===== config.mk =====
export PLATFORM = sky130hd
export DESIGN_NAME = tbpw_front
export DESIGN_NICKNAME = d
export VERILOG_FILES = /design/src/rtl/tbpw_pkg.sv /design/src/rtl/tbpw_front.sv
export SDC_FILE = /design/constraint.sdc
export NUM_CORES = 1
export LEC_CHECK = 0
export BUFFER_PORTS_ARGS = -buffer_cell sky130_fd_sc_hd__buf_2
export CORE_MARGIN = 5
export CORE_UTILIZATION = 32
export DETAILED_ROUTE_END_ITERATION = 16
export MAX_ROUTING_LAYER = met4
export PLACE_DENSITY_LB_ADDON = 0.2
export SYNTH_ARGS = -nofsm -noshare
export SYNTH_HDL_FRONTEND = slang
export SYNTH_SLANG_ARGS = --single-unit

===== constraint.sdc =====
create_clock -name clk -period 4.2 [get_ports clk]
set_input_delay 0.63 -clock clk [delete_from_list [all_inputs] [get_ports clk]]
set_output_delay 0.63 -clock clk [all_outputs]
set_load 0.02 [all_outputs]

===== src/rtl/tbpw_pkg.sv =====
package tbpw_pkg;

	typedef enum logic [1:0] {
		OP_DRAW = 2'd0,
		OP_FILL = 2'd1,
		OP_READ = 2'd2
	} op_t;

	typedef enum logic [1:0] {
		CLR_WHITE,
		CLR_BLACK,
		CLR_RED
	} color_t;

	typedef enum logic [1:0] {
		ROT_0,
		ROT_90,
		ROT_180,
		ROT_270
	} rot_t;

	typedef enum logic [1:0] {
		REG_ROTATION,
		REG_WHITE_CODE,
		REG_BLACK_CODE,
		REG_RED_CODE
	} reg_index_t;

	typedef enum logic [2:0] {
		BK_CLEAR,
		BK_IDLE,
		BK_RMW,
		BK_READ,
		BK_FILL
	} back_state_t;

	localparam logic [15:0] RED_MASK   = 16'hF100;
	localparam logic [15:0] GREEN_MASK = 16'h07E0;
	localparam logic [15:0] BLUE_MASK  = 16'h001F;
	localparam logic [15:0] RED_LIMIT  = 16'(32'hF100 / 2);
	localparam logic [15:0] LUMA_LIMIT = 16'(3 * 255 / 2);
	localparam logic [7:0]  BYTE_ONES  = 8'hFF;
	localparam logic [7:0]  BYTE_ZEROS = 8'h00;
	localparam logic [7:0]  LEFT_PIXEL = 8'h80;

	localparam int QUEUE_DEPTH = 4;
	localparam int QPTR_W      = 2;
	localparam int QCNT_W      = 3;

	typedef struct packed {
		rot_t        rotation;
		logic [15:0] white_code;
		logic [15:0] black_code;
		logic [15:0] red_code;
	} cfg_t;

	typedef struct packed {
		op_t        op;
		color_t     klass;
		logic [2:0] bit_pos;
		logic       plane;
		logic       in_range;
	} cmd_t;

	typedef struct packed {
		logic              empty;
		logic [QCNT_W-1:0] count;
	} q_status_t;

	function automatic color_t classify(logic [15:0] c, cfg_t cfg);
		logic [15:0] sum;
		sum = ((c & RED_MASK) >> 11) + ((c & GREEN_MASK) >> 5) + (c & BLUE_MASK);
		priority if (c == cfg.white_code) begin
			return CLR_WHITE;
		end else if (c == cfg.black_code) begin
			return CLR_BLACK;
		end else if (c == cfg.red_code) begin
			return CLR_RED;
		end else if ((c & RED_MASK) > RED_LIMIT) begin
			return CLR_RED;
		end else if (sum < LUMA_LIMIT) begin
			return CLR_BLACK;
		end else begin
			return CLR_WHITE;
		end
	endfunction

endpackage


===== src/rtl/tbpw_front.sv =====
module tbpw_front #(
	parameter int PANEL_WIDTH  = 960,
	parameter int PANEL_HEIGHT = 640,
	parameter int PLANE_BYTES  = 76800,
	parameter int AW           = 17
) (
	input  logic                 clk,
	input  logic                 arst_n,
	input  logic                 start,
	output logic                 busy,
	input  logic [1:0]           req_type,
	input  logic signed [15:0]   pos_x,
	input  logic signed [15:0]   pos_y,
	input  logic [15:0]          pixel_color,
	input  logic                 plane_select,
	input  logic [16:0]          byte_index,
	input  tbpw_pkg::cfg_t       cfg,
	input  tbpw_pkg::q_status_t  q_stat,
	input  logic                 clearing,
	output logic                 push,
	output tbpw_pkg::cmd_t       push_cmd,
	output logic [AW-1:0]        push_addr
);
	import tbpw_pkg::*;

	localparam int MAXD = (PANEL_WIDTH > PANEL_HEIGHT) ? PANEL_WIDTH : PANEL_HEIGHT;
	localparam int CW   = $clog2(MAXD);
	localparam int XW   = $clog2(PANEL_WIDTH);
	localparam int YW   = (PANEL_HEIGHT > 1) ? $clog2(PANEL_HEIGHT) : 1;
	localparam int PW   = YW + $clog2(PANEL_WIDTH + 1);
	localparam int SW   = PW - 2;

	logic              accept;
	logic [15:0]       lw;
	logic [15:0]       lh;
	logic              in_bounds;
	logic              keep;
	logic [CW-1:0]     xs;
	logic [CW-1:0]     ys;
	logic [XW-1:0]     px;
	logic [YW-1:0]     py;
	cmd_t              cmd;
	logic [QCNT_W:0]   occupancy;

	logic              valid_s1;
	cmd_t              cmd_s1;
	logic [XW-1:0]     px_s1;
	logic [YW-1:0]     py_s1;
	logic [AW-1:0]     rd_addr_s1;

	logic [PW-1:0]     prod;
	logic [SW-1:0]     sum;
	logic              in_plane;

	always_comb begin
		occupancy = (QCNT_W + 1)'(q_stat.count) + (QCNT_W + 1)'(valid_s1);
		busy = clearing || (occupancy >= (QCNT_W + 1)'(QUEUE_DEPTH));
		accept = start && !busy;
	end

	always_comb begin
		lw = cfg.rotation[0] ? 16'(PANEL_HEIGHT) : 16'(PANEL_WIDTH);
		lh = cfg.rotation[0] ? 16'(PANEL_WIDTH) : 16'(PANEL_HEIGHT);
		in_bounds = !pos_x[15] && !pos_y[15]
			&& ($unsigned(pos_x) < lw) && ($unsigned(pos_y) < lh);
		xs = pos_x[CW-1:0];
		ys = pos_y[CW-1:0];
		unique case (cfg.rotation)
			ROT_0: begin
				px = XW'(xs);
				py = YW'(ys);
			end
			ROT_90: begin
				px = XW'(CW'(PANEL_WIDTH - 1) - ys);
				py = YW'(xs);
			end
			ROT_180: begin
				px = XW'(CW'(PANEL_WIDTH - 1) - xs);
				py = YW'(CW'(PANEL_HEIGHT - 1) - ys);
			end
			ROT_270: begin
				px = XW'(ys);
				py = YW'(CW'(PANEL_HEIGHT - 1) - xs);
			end
		endcase
		unique case (req_type)
			OP_DRAW: keep = in_bounds;
			OP_FILL: keep = 1'b1;
			OP_READ: keep = 1'b1;
			default: keep = 1'b0;
		endcase
		cmd.op       = op_t'(req_type);
		cmd.klass    = classify(pixel_color, cfg);
		cmd.bit_pos  = px[2:0];
		cmd.plane    = plane_select;
		cmd.in_range = 32'(byte_index) < 32'(PLANE_BYTES);
	end

	always_ff @(posedge clk or negedge arst_n) begin
		if (!arst_n) begin
			valid_s1 <= 1'b0;
		end else begin
			valid_s1 <= accept && keep;
		end
	end

	always_ff @(posedge clk) begin
		if (accept) begin
			cmd_s1     <= cmd;
			px_s1      <= px;
			py_s1      <= py;
			rd_addr_s1 <= AW'(byte_index);
		end
	end

	always_comb begin
		prod      = PW'(py_s1) * PW'(PANEL_WIDTH);
		sum       = SW'(prod >> 3) + SW'(px_s1 >> 3);
		in_plane  = 32'(sum) < 32'(PLANE_BYTES);
		push      = valid_s1 && ((cmd_s1.op != OP_DRAW) || in_plane);
		push_cmd  = cmd_s1;
		push_addr = (cmd_s1.op == OP_DRAW) ? AW'(sum) : rd_addr_s1;
	end

endmodule


==> results_dict.tcl <==
set metrics [dict create \
    met2_usage 0.2802 \
    portBuffers 152 \
    grt_max_degree 45 \
    num_io_pins 154 \
    grtUsageMet1 0.1681 \
    crit_buf_inv 3 \
    placed_cell_area_um2 5603 \
    leakage_nw 2.750 \
    synth.net_count 606 \
    synth_top_cell_by_area "edfxtp_1" \
    total_power_mw 2.146 \
    stdcell_area_um2 6201 \
    grt_pass1_vias 4210 \
    synth_seq_cells 44 \
    post-dp-hpwl_um 9421 \
    worst_slack_ns -0.6234 \
    clockBufferDepth 2 \
    die-area_um2 15590 \
    cts_hold_buf 0 \
    critPathMaxFanout 4 \
    num-nets-final 818 \
    status "finished, violations left" \
    holdWs_ns 0.1137 \
    slowest_stage "fa_1" \
    drc_errors 0 \
    synth.top_cell.area_share 0.3059 \
    place.gp.congestion 0.7887 \
    wl_um 11420 \
    critPathTopFamily "adder cells" \
    max_freq_ghz 0.2073 \
    skew_ns 0.003179 \
    core-area_um2 13090 \
    cts_num_sinks 44 \
    viasPerCell 4.677 \
    setup_viol 10 \
    htree_levels 2 \
    dieWidth_um 124.9 \
    cts_buffers 5 \
    drive_gt1_frac 0.4491 \
    met3_usage 0.02101 \
    worstSetupPathType "flop to output port" \
    fin_crit_sh 1.148 \
    grt_pass1_wl_um 18860 \
    violations "setup timing" \
    grt_use_total 0.1493 \
    synth_edf_count 43 \
    rsz0062_at_grt "true" \
    ys_types 56 \
    final_util 0.4739 \
    r2r_slack_ns 2.21 \
    row_count 42 \
    gr-total-overflow 0 \
    tritoncts "done" \
    crit_chain "inv_2, fa_1, fa_1, inv_2, ha_4, nand2_4, o311a_4, or3_4, a211oi_4, nand4_1, xnor2_2, a2111oi_4, o31a_1, buf_6" \
    finalSetupTns_ns -3.127 \
    maxCapViolCount 0 \
    clock_latency_ns 0.29 \
    avgSynthCellArea_um2 9.705 \
    arrival_ns 4.19 \
    synth_warnings 0 \
    synth_ff_type "edfxtp_1" \
    yosysSeqAreaShare 0.3118 \
    cp.required_ns 3.57 \
    antenna_found_initial 0 \
    first_pass_iters 4 \
    drt_iter0_drc 94 \
    worst_setup_path_end_kind "output port" \
    vias 3854 \
    cp_slowest_stage_delay_ns 0.54 \
    powerDensity_nw_per_um2 346.1 \
    wl_per_cell_um 13.86 \
    start_kind "flop" \
    synthArstFlopShare 0.02273 \
    grt_most_used_layer "met2" \
    cts_root_buf "clkbuf_16" \
    hp-class "input pin to async pin" \
    start_util 0.3226 \
    slew_headroom 0.3166 \
    fp.dieH_um 124.9 \
    hold_violations 0 \
    num_antenna_cells 0 \
    finalCriticalPeriod_ns 4.823 \
    peakVddDrop_mv 0.1729 \
    clk_transition_reported_paths_ns 0.06 \
    worst_pin_slew_ns 1.025 \
    slew_viol_final 0 \
    synthesis.area_um2 4222 \
    syn_inst 435 \
    antenna_left 0 \
    area_growth_pct 46.89 \
    yosys-top-cells-area "edfxtp_1 31%, xnor2_1 16%, fa_1 8.5%" \
]
worst paths after layout:
kind,start,end,cells past startpoint
max,py_s1[2],push,14
min,arst_n,valid_s1,1
max reg2reg,valid_s1,rd_addr_s1[10],2
min reg2reg,valid_s1,push_cmd[8],2
max in group asynchronous,arst_n,valid_s1,1
min in group clk,byte_index[2],rd_addr_s1[2],1
synth_stat cells, types with 3 or more instances:
library cell,number
a21o_1,3
a21oi_1,18
and3_1,3
buf_4,3
clkbuf_1,7
edfxtp_1,43
fa_1,18
ha_1,27
inv_1,40
mux2_2,4
mux2i_1,12
nand2_1,44
nand3_1,4
nand4_1,14
nor2_1,29
nor3_1,3
nor4_1,7
o21ai_0,25
xnor2_1,76
xor2_1,6
final cells by class:
cell class,count,area (um2)
inverters,40,150.1
clock buffers,6,128.9
flip-flops and latches,44,1316
multi-input cells,338,3005
repair buffers,218,1320
well taps,176,220.2
fillers,1243,6884
clock inverters,2,60.06
cells in the final DEF (no fill, tap or decap), types with 4 or more instances in the layout:
master	netlist	layout
mux2_2	4	4
inv_1	40	31
nor2_1	29	27
inv_2	0	9
nand2_1	44	40
xnor2_1	76	70
nand4_1	14	14
buf_4	3	64
fa_1	18	18
clkbuf_16	0	5
buf_6	1	11
o21ai_1	0	9
ha_1	27	23
a21oi_1	18	14
nor4_1	7	6
edfxtp_1	43	43
xor2_1	6	4
ha_4	0	4
mux2i_1	12	12
o21ai_0	25	15
buf_2	0	143
xnor2_2	1	6
where the power goes:
group | switching [mW] | internal (mW) | total [mW]
combinational | 0.548 | 0.580 | 1.13
clock | 0.167 | 0.341 | 0.508
sequential | 0.00575 | 0.504 | 0.510
total | 0.721 | 1.43 | 2.15
flip-flops by register name, summed over array words and instances, names as in the netlist:
signal,flops
rd_addr_s1,17
py_s1,10
push_cmd,8
px_s1,8
valid_s1,1
timing repair:
| action | 4_1_cts | 5_1_grt |
|---|---|---|
| gates cloned | 0 | 0 |
| pin swaps | 13 | 12 |
| setup endpoints to repair | 10 | 11 |
| resized for setup | 49 | 33 |
| setup buffers | 8 | 4 |
routing by layer:
metal	routed length (um)	vias to the layer above
met5	0	-
met4	114	0
met3	464	12
met2	6113	110
met1	4726	1801
li1	-	1931
cell families (layout without fill, tap and decap cells):
| group | Yosys count | in the layout | synth area share |
|---|---|---|---|
| compound gates | 73 | 73 | 0.1191 |
| xor+xnor | 83 | 83 | 0.1740 |
| buf+inv | 53 | 266 | 0.05157 |
| flops | 44 | 44 | 0.3118 |
| simple gates | 121 | 121 | 0.1390 |
| mux | 16 | 16 | 0.03912 |
| fa+ha+maj | 45 | 45 | 0.1654 |
metrics by stage:
stage | worst slack, ns | instances
3_5_place_dp | -0.3860 | 808
6_report | -0.6234 | 824
2_1_floorplan | -0.1258 | 435
4_1_cts | -0.5916 | 822
3_3_place_gp | -0.3318 | 808
5_1_grt | -0.8003 | 824
Power figures use the tool's default switching activity.
