$ cat src/rtl/tbpw_pkg.sv
package tbpw_pkg;

	typedef enum logic [1:0] {
		OP_DRAW = 2'd0,
		OP_FILL = 2'd1,
		OP_READ = 2'd2
	} op_t;

	typedef enum logic [1:0] {
		CLR_WHITE,
		CLR_BLACK,
		CLR_RED
	} color_t;

	typedef enum logic [1:0] {
		ROT_0,
		ROT_90,
		ROT_180,
		ROT_270
	} rot_t;

	typedef enum logic [1:0] {
		REG_ROTATION,
		REG_WHITE_CODE,
		REG_BLACK_CODE,
		REG_RED_CODE
	} reg_index_t;

	typedef enum logic [2:0] {
		BK_CLEAR,
		BK_IDLE,
		BK_RMW,
		BK_READ,
		BK_FILL
	} back_state_t;

	localparam logic [15:0] RED_MASK   = 16'hF100;
	localparam logic [15:0] GREEN_MASK = 16'h07E0;
	localparam logic [15:0] BLUE_MASK  = 16'h001F;
	localparam logic [15:0] RED_LIMIT  = 16'(32'hF100 / 2);
	localparam logic [15:0] LUMA_LIMIT = 16'(3 * 255 / 2);
	localparam logic [7:0]  BYTE_ONES  = 8'hFF;
	localparam logic [7:0]  BYTE_ZEROS = 8'h00;
	localparam logic [7:0]  LEFT_PIXEL = 8'h80;

	localparam int QUEUE_DEPTH = 4;
	localparam int QPTR_W      = 2;
	localparam int QCNT_W      = 3;

	typedef struct packed {
		rot_t        rotation;
		logic [15:0] white_code;
		logic [15:0] black_code;
		logic [15:0] red_code;
	} cfg_t;

	typedef struct packed {
		op_t        op;
		color_t     klass;
		logic [2:0] bit_pos;
		logic       plane;
		logic       in_range;
	} cmd_t;

	typedef struct packed {
		logic              empty;
		logic [QCNT_W-1:0] count;
	} q_status_t;

	function automatic color_t classify(logic [15:0] c, cfg_t cfg);
		logic [15:0] sum;
		sum = ((c & RED_MASK) >> 11) + ((c & GREEN_MASK) >> 5) + (c & BLUE_MASK);
		priority if (c == cfg.white_code) begin
			return CLR_WHITE;
		end else if (c == cfg.black_code) begin
			return CLR_BLACK;
		end else if (c == cfg.red_code) begin
			return CLR_RED;
		end else if ((c & RED_MASK) > RED_LIMIT) begin
			return CLR_RED;
		end else if (sum < LUMA_LIMIT) begin
			return CLR_BLACK;
		end else begin
			return CLR_WHITE;
		end
	endfunction

endpackage

$ cat src/rtl/tbpw_queue.sv
module tbpw_queue #(
	parameter int AW = 17
) (
	input  logic                clk,
	input  logic                arst_n,
	input  logic                push,
	input  tbpw_pkg::cmd_t      push_cmd,
	input  logic [AW-1:0]       push_addr,
	input  logic                pop,
	output tbpw_pkg::cmd_t      head_cmd,
	output logic [AW-1:0]       head_addr,
	output tbpw_pkg::q_status_t q_stat
);
	import tbpw_pkg::*;

	cmd_t              cmd_fifo_q  [QUEUE_DEPTH];
	logic [AW-1:0]     addr_fifo_q [QUEUE_DEPTH];
	logic [QPTR_W-1:0] wr_ptr_q;
	logic [QPTR_W-1:0] rd_ptr_q;
	logic [QCNT_W-1:0] count_q;

	always_ff @(posedge clk or negedge arst_n) begin
		if (!arst_n) begin
			wr_ptr_q <= '0;
			rd_ptr_q <= '0;
			count_q  <= '0;
		end else begin
			if (push) begin
				wr_ptr_q <= wr_ptr_q + QPTR_W'(1);
			end
			if (pop) begin
				rd_ptr_q <= rd_ptr_q + QPTR_W'(1);
			end
			count_q <= count_q + QCNT_W'(push) - QCNT_W'(pop);
		end
	end

	always_ff @(posedge clk) begin
		if (push) begin
			cmd_fifo_q[wr_ptr_q]  <= push_cmd;
			addr_fifo_q[wr_ptr_q] <= push_addr;
		end
	end

	always_comb begin
		head_cmd     = cmd_fifo_q[rd_ptr_q];
		head_addr    = addr_fifo_q[rd_ptr_q];
		q_stat.empty = (count_q == '0);
		q_stat.count = count_q;
	end

endmodule

$ cat config.mk
export PLATFORM = sky130hd
export DESIGN_NAME = tbpw_queue
export DESIGN_NICKNAME = d
export VERILOG_FILES = /design/src/rtl/tbpw_pkg.sv /design/src/rtl/tbpw_queue.sv
export SDC_FILE = /design/constraint.sdc
export NUM_CORES = 1
export LEC_CHECK = 0
export BUFFER_PORTS_ARGS = -buffer_cell sky130_fd_sc_hd__buf_2
export CORE_MARGIN = 2
export CORE_UTILIZATION = 25
export CTS_BUF_LIST = sky130_fd_sc_hd__clkbuf_16
export DETAILED_ROUTE_END_ITERATION = 8
export SKIP_CTS_REPAIR_TIMING = 1
export SYNTH_ARGS = -nofsm -noshare
export SYNTH_HDL_FRONTEND = slang
export SYNTH_SLANG_ARGS = --single-unit
$ cat constraint.sdc
create_clock -name clk -period 1.55 [get_ports clk]
set_input_delay 0.2325 -clock clk [delete_from_list [all_inputs] [get_ports clk]]
set_output_delay 0.2325 -clock clk [all_outputs]
set_load 0.02 [all_outputs]
==> key figures, run 1 <==
Floorplan
  • Die W: about 130 um
  • Die footprint: 17800 um^2
  • Die Height: 133 um
  • Initial Utilization: 0.254
  • Ports: 60
  • Core area: roughly 16000 um^2
  • Row Count: 47

Drt
  • Wirelength per Cell: around 16 um
  • Post-route ant nets: 0
  • Residual DRC count: 0
  • Total Wirelength: 7.84 mm
  • DR pass1 iterations: 4
  • DR iter-0 viols: 102
  • Routed vias/inst: 4.01
  • Routed via count: 1908

STA
  • Clock period minus worst slack: 1.93 ns
  • Pins Over Slew Limit: 0
  • Actual slew at the worst max-slew pin: 0.444 ns
  • Tcrit/Tclk final: 1.25
  • Setup-failing EPs final: 27
  • Fmax: 0.517 GHz
  • Fin. Hold Viols: 0
  • Unrepaired setup endpoints after global routing: true
  • Layout Skew: 0.00434 ns
  • Setup WS post-layout: -0.384 ns
  • Max-slew headroom: 0.704

Setup path
  • CP peak stage delay: between 0.5 and 0.6 ns
  • Critical path peak fanout: 6
  • Crit path kind: reg -> out
  • Critical Path Source Type: flip-flop
  • Buffers and inverters on the worst path: 2
  • CP top delay family: multiplexers
  • CP cell instances: buf_6 -> mux4_2 -> buf_2
  • Max stage delay cell, worst path: mux4_2
  • Critical Path AT: 1.70 ns
  • Crit. End Element: primary output
  • CP required: 1.32 ns

Layout
  • Multi-input gate area: a little over 800 um^2
  • Most frequent cells in the layout: edfxtp_1, buf_2, mux4_2
  • Commonest non-fill, non-tap cell in the layout: edfxtp_1
  • Final std cells w/o fill: 476
  • Final Net Count: 288
  • Area delta synth->final: 27.8%
  • Layout cell share with drive strength beyond 1: 0.498
  • Final core occ: 0.325
  • Reg area: 3300 um^2
  • Fillers: 1597

Clocking
  • H-tree levels: 3
  • Root buffer cell: clkbuf_16
  • Reg clk slew, reported paths: about 0.06 ns
  • Max Root-Sink Buffers: 2
  • CTS Buf Count: 9
  • Clk sinks: 111
  • CTS tree: done
  • Clock Latency Late Sink: 0.34 ns

Yosys
  • Number of distinct library cells after synthesis: 16
  • Syn Area/Cell: approximately 25 um^2
  • Yosys synthesis warning count: 0
  • Cell Area, Synth: 4180 um^2
  • Sequential share of the synthesized area: 0.788
  • Cells after Synth: 169
  • Synth Register Bits: about 110
  • Net Count, Synth: 206

Worst hold path
  • HP Class: in -> reg

GRT
  • Tot GR Track Use: 0.0929
  • Initial antenna violation count: 1
  • Number of global-route vias before repair: around 2100
  • First-pass GRT wire length: around 12 mm
  • Total grt overflow: 0
  • Largest net degree at the start of global routing: 27

Placement
  • Number of port buffers: 59
  • Post-placement cell count: 458
  • Detail Placement HPWL: 5.20 mm
  • Final weighted congestion in routability-driven placement: 0.607

Power and ir drop
  • Comb pwr share: 0.393
  • Sw frac: 0.303
  • Clock Power Share: 0.209
  • Seq pwr share: 0.399
  • Cell Int Power: approximately 7.3 mW
  • Static leakage: 1.86 nW
  • Worst IR Drop VDD: 0.794 mV
  • NetSw: between 3 and 4 mW
  • Total power divided by cell area: 1950 nW/um^2

Flow run
  • Max cap viols: 0

Run status
  • Failing checks: setup timing
  • Outcome: finished with violations
[stage by stage]
stage / cell area [um^2] / hold slack (ns) / TNS (ns) / setup WS (ns) / total power, mW
final: 5350 / 0.102 / -9.36 / -0.384 / 10.4
after global placement: 4890 / 0.0966 / -0.0615 / -0.0213 / 7.66
after CTS: 5170 / -0.280 / -9.78 / -0.426 / 9.90
after global routing: 5340 / 0.0912 / -11.35 / -0.462 / 11.0
after floorplan: 4190 / -0.0631 / -0.0889 / -0.0889 / 6.43
after detailed placement: 4890 / 0.0954 / -0.222 / -0.0933 / 7.72
[cell families after synthesis]
logic type               after synthesis  share of synthesized area
buffers and inverters                 12                     0.0212
multiplexers                          26                      0.147
AND/OR/NAND/NOR                        7                    0.00897
flip-flops                           111                      0.788
adder cells (fa/ha/maj)                7                     0.0227
AO/OA/AOI/OAI                          1                    0.00120
XOR/XNOR                               5                     0.0105
[final cells by class]
cell class / count / area share
sequential: 111 / 0.618
multi-input combinational: 46 / 0.151
timing repair buffer: 77 / 0.123
tap: 220 / 0.0515
clock buffer: 9 / 0.0421
clock inverter: 6 / 0.00983
inverter: 6 / 0.00421
antenna: 1 / 0.000468
[synthesized netlist by cell type]
cell	n	area (um^2)
edfxtp_1	104	3120
mux4_2	18	405
mux4_1	8	210
dfrtp_1	7	175
ha_1	6	75.1
inv_1	6	22.5
and2_1	4	25.0
buf_2	3	15.0
xnor2_1	3	26.3
buf_12	2	40.0
nand2_1	2	7.51
xor2_1	2	17.5
buf_6	1	11.3
fa_1	1	20.0
nor3_1	1	5.00
o21ai_0	1	5.00
[metal layers]
metal / GRT usage / vias up / share of wire
met2: 0.159 / 47 / 0.52
met4: 0.0390 / 0 / 0.012
met3: 0.0346 / 7 / 0.051
met1: 0.105 / 996 / 0.42
li1: - / 858 / -
met5: 0 / - / 0
[flip-flops by register name, indices dropped and copies added (netlist names)]
register / cells
count_q: 3
cmd_fifo_q: 36
wr_ptr_q: 2
rd_ptr_q: 2
addr_fifo_q: 68
[power by group through the flow]
stage	Sequential, mW	Clock, mW	Combinational (mW)
CTS	4.13	2.24	3.53
finish	4.15	2.17	4.08
detailed placement	4.19	0	3.53
floorplan	4.17	0	2.26
global placement	4.16	0	3.50
global route	4.21	2.37	4.39
[worst paths after layout]
kind / start / to / slack [ns] / cells after the start
worst max-delay path: rd_ptr_q[0] / head_cmd[6] / -0.38 / 3
worst min-delay path: push_cmd[8] / cmd_fifo_q[0][8] / 0.10 / 1
worst max register to register: count_q[0] / count_q[2] / -0.05 / 7
worst min register to register: wr_ptr_q[0] / wr_ptr_q[0] / 0.57 / 2
max in group asynchronous: arst_n / rd_ptr_q[0] / 1.09 / 2
min in group asynchronous: arst_n / count_q[0] / 0.26 / 2
Note: power is estimated with default switching activity, not from simulation.
==> run 2, diff against run 1 <==
--- a/config.mk
+++ b/config.mk
@@ -10,6 +10,7 @@
 export CORE_UTILIZATION = 25
 export CTS_BUF_LIST = sky130_fd_sc_hd__clkbuf_16
 export DETAILED_ROUTE_END_ITERATION = 8
+export REMOVE_ABC_BUFFERS = 1
 export SKIP_CTS_REPAIR_TIMING = 1
 export SYNTH_ARGS = -nofsm -noshare
 export SYNTH_HDL_FRONTEND = slang
==> constraint.sdc (replaced) <==
create_clock -name clk -period 1.9 [get_ports clk]
set_input_delay 0.285 -clock clk [delete_from_list [all_inputs] [get_ports clk]]
set_output_delay 0.285 -clock clk [all_outputs]
set_load 0.02 [all_outputs]
==> key figures, run 2 (synthesized netlist as in run 1, its figures left out) <==
STA
  • Clock period minus worst slack: 1.97 ns
  • Setup WS post-layout: -0.0680 ns (+0.316 ns)
  • Unrepaired setup endpoints after global routing: true
  • Max-slew headroom: 0.842 (+0.138)
  • Tcrit/Tclk final: 1.04
  • Layout Skew: 0.00847 ns (+0.00413 ns)
  • Fmax: 0.508 GHz
  • Actual slew at the worst max-slew pin: 0.237 ns (-0.207 ns)
  • Setup-failing EPs final: 26 (-3.7%)
  • Setup TNS: -1.10 ns (+8.26 ns)
  • Hold slack: 0.141 ns (+0.0391 ns)
  • Pins Over Slew Limit: 0 (unchanged)
  • Fin. Hold Viols: 0 (unchanged)

Power and ir drop
  • Total power divided by cell area: 1590 nW/um^2 (-18%)
  • Static leakage: 1.86 nW (-0.17%)
  • Clock Power Share: 0.207 (-0.002)
  • PnR Total Power: 8.48 mW (-19%)
  • Sw frac: 0.312 (+0.00875)
  • Worst IR Drop VDD: 0.596 mV (-25%)
  • Cell Int Power: 5.83 mW (-20%)
  • NetSw: 2.64 mW (-16%)
  • Comb pwr share: 0.398 (+0.005)
  • Seq pwr share: 0.396 (-0.003)

Setup path
  • CP peak stage delay: 0.50 ns (about the same)
  • Max stage delay cell, worst path: mux4_2
  • Crit path kind: reg -> out
  • Buffers and inverters on the worst path: 3 (+1)
  • Critical Path Source Type: flip-flop
  • Critical Path AT: 1.68 ns (-0.02 ns)
  • Crit. End Element: primary output
  • CP cell instances: buf_6 -> buf_12 -> mux4_2 -> buf_2
  • CP top delay family: multiplexers
  • Critical path peak fanout: 8 (+2)
  • CP required: 1.62 ns (+0.30 ns)

GRT
  • Number of global-route vias before repair: 2012 (-4.3%)
  • Largest net degree at the start of global routing: 27 (unchanged)
  • First-pass GRT wire length: 11.5 mm (-3.0%)
  • Total grt overflow: 0 (unchanged)
  • Initial antenna violation count: 0 (-1)
  • Tot GR Track Use: 0.0909 (-0.00196)

Placement
  • Detail Placement HPWL: 4.83 mm (-7.2%)
  • Post-placement cell count: 451 (-1.5%)
  • Number of port buffers: 59 (unchanged)
  • Final weighted congestion in routability-driven placement: 0.609 (+0.21%)

Floorplan
  • Initial Utilization: 0.254 (unchanged)
  • Ports: 60 (unchanged)
  • Row Count: 47 (unchanged)
  • Die W: 133 um (unchanged)
  • Die footprint: 17800 um^2 (unchanged)
  • Core area: 16500 um^2 (unchanged)
  • Die Height: 133 um (unchanged)

Drt
  • Routed via count: 1883 (-1.3%)
  • DR pass1 iterations: 6 (+2)
  • Met2 WL: 3.94 mm (-3.3%)
  • DR iter-0 viols: 96 (-5.9%)
  • Uppermost layer routed: met4
  • Met3 wire len: 308 um (-23%)
  • Wirelength per Cell: 16.3 um (-1.0%)
  • Post-route ant nets: 0 (unchanged)
  • Residual DRC count: 0 (unchanged)
  • Total Wirelength: 7.75 mm (-1.2%)
  • Routed vias/inst: 3.96 (-1.1%)
  • Met1 Wirelength: 3.30 mm (+1.0%)

Worst hold path
  • HP Class: in -> reg

Layout
  • Largest Register: addr_fifo_q
  • Area delta synth->final: 27.5%
  • Ant. Diodes: 0 (-1)
  • Largest regs: addr_fifo_q (68), cmd_fifo_q (36), count_q (3)
  • Final core occ: 0.324 (-0.000760)
  • Final std cells w/o fill: 475 (-0.21%)
  • Commonest non-fill, non-tap cell in the layout: edfxtp_1
  • Layout cell share with drive strength beyond 1: 0.475 (-0.0235)
  • Most frequent cells in the layout: edfxtp_1, buf_2, buf_6
  • Fillers: 1576 (-1.3%)
  • Max reg flops: 68 (unchanged)
  • Final Net Count: 287 (-0.35%)

Flow run
  • Max cap viols: 0 (unchanged)

Clocking
  • Clock Latency Late Sink: 0.35 ns (about the same)
  • CTS tree: done
  • Root buffer cell: clkbuf_16
  • H-tree levels: 3 (unchanged)
  • Clk sinks: 111 (unchanged)
  • Max Root-Sink Buffers: 2 (unchanged)
  • CTS Buf Count: 9 (unchanged)
  • Reg clk slew, reported paths: 0.08 ns (+0.02 ns)

Run status
  • Outcome: finished with violations
  • Failing checks: setup timing
run 2: changes by cell type in the layout (fill, tap and decap cells not counted), sizes merged:
cell and change:
clkinv -1, bufinv -1, diode -1, inv +1, buf -1, clkinvlp +2
run 2: power groups by stage:
stage	Sequential [mW]	Clock [mW]	Combinational, mW
CTS	3.40	1.82	2.73
detailed placement	3.46	0	2.73
floorplan	3.59	0	1.50
global placement	3.43	0	2.70
global route	3.40	1.92	3.61
finish	3.35	1.75	3.37
run 2: worst paths after layout:
kind | cells past startpoint | slack (ns) | startpoint | endpoint
worst max-delay path | 4 | -0.07 | rd_ptr_q[0] | head_cmd[8]
worst min-delay path | 1 | 0.14 | push_addr[7] | addr_fifo_q[2][7]
worst max register to register | 7 | 0.21 | count_q[0] | count_q[2]
worst min register to register | 1 | 0.53 | wr_ptr_q[0] | wr_ptr_q[0]
max in group asynchronous | 2 | 1.44 | arst_n | rd_ptr_q[0]
min in group asynchronous | 2 | 0.29 | arst_n | count_q[0]
run 2: cell type report:
type | instances | area (um^2) | share of cell area
tap | 220 | 275 | 0.0516
multi-input combinational | 46 | 776 | 0.145
clock buffer | 9 | 225 | 0.0422
clock inverter | 7 | 57.6 | 0.0108
timing repair buffer | 76 | 677 | 0.127
inverter | 6 | 22.5 | 0.00422
sequential | 111 | 3300 | 0.619
run 2: metrics by stage:
stage / instance area [um^2] / setup slack (ns)
2_1_floorplan: 4120 / -0.312
4_1_cts: 5120 / -0.257
3_3_place_gp: 4840 / 0.127
3_5_place_dp: 4840 / 0.133
6_report: 5330 / -0.0680
5_1_grt: 5330 / -0.144
run 2: routing by layer:
metal,global-route usage,vias to the layer above
li1,-,856
met1,0.105,975
met2,0.150,40
met3,0.0285,12
met4,0.0514,0
met5,0,-
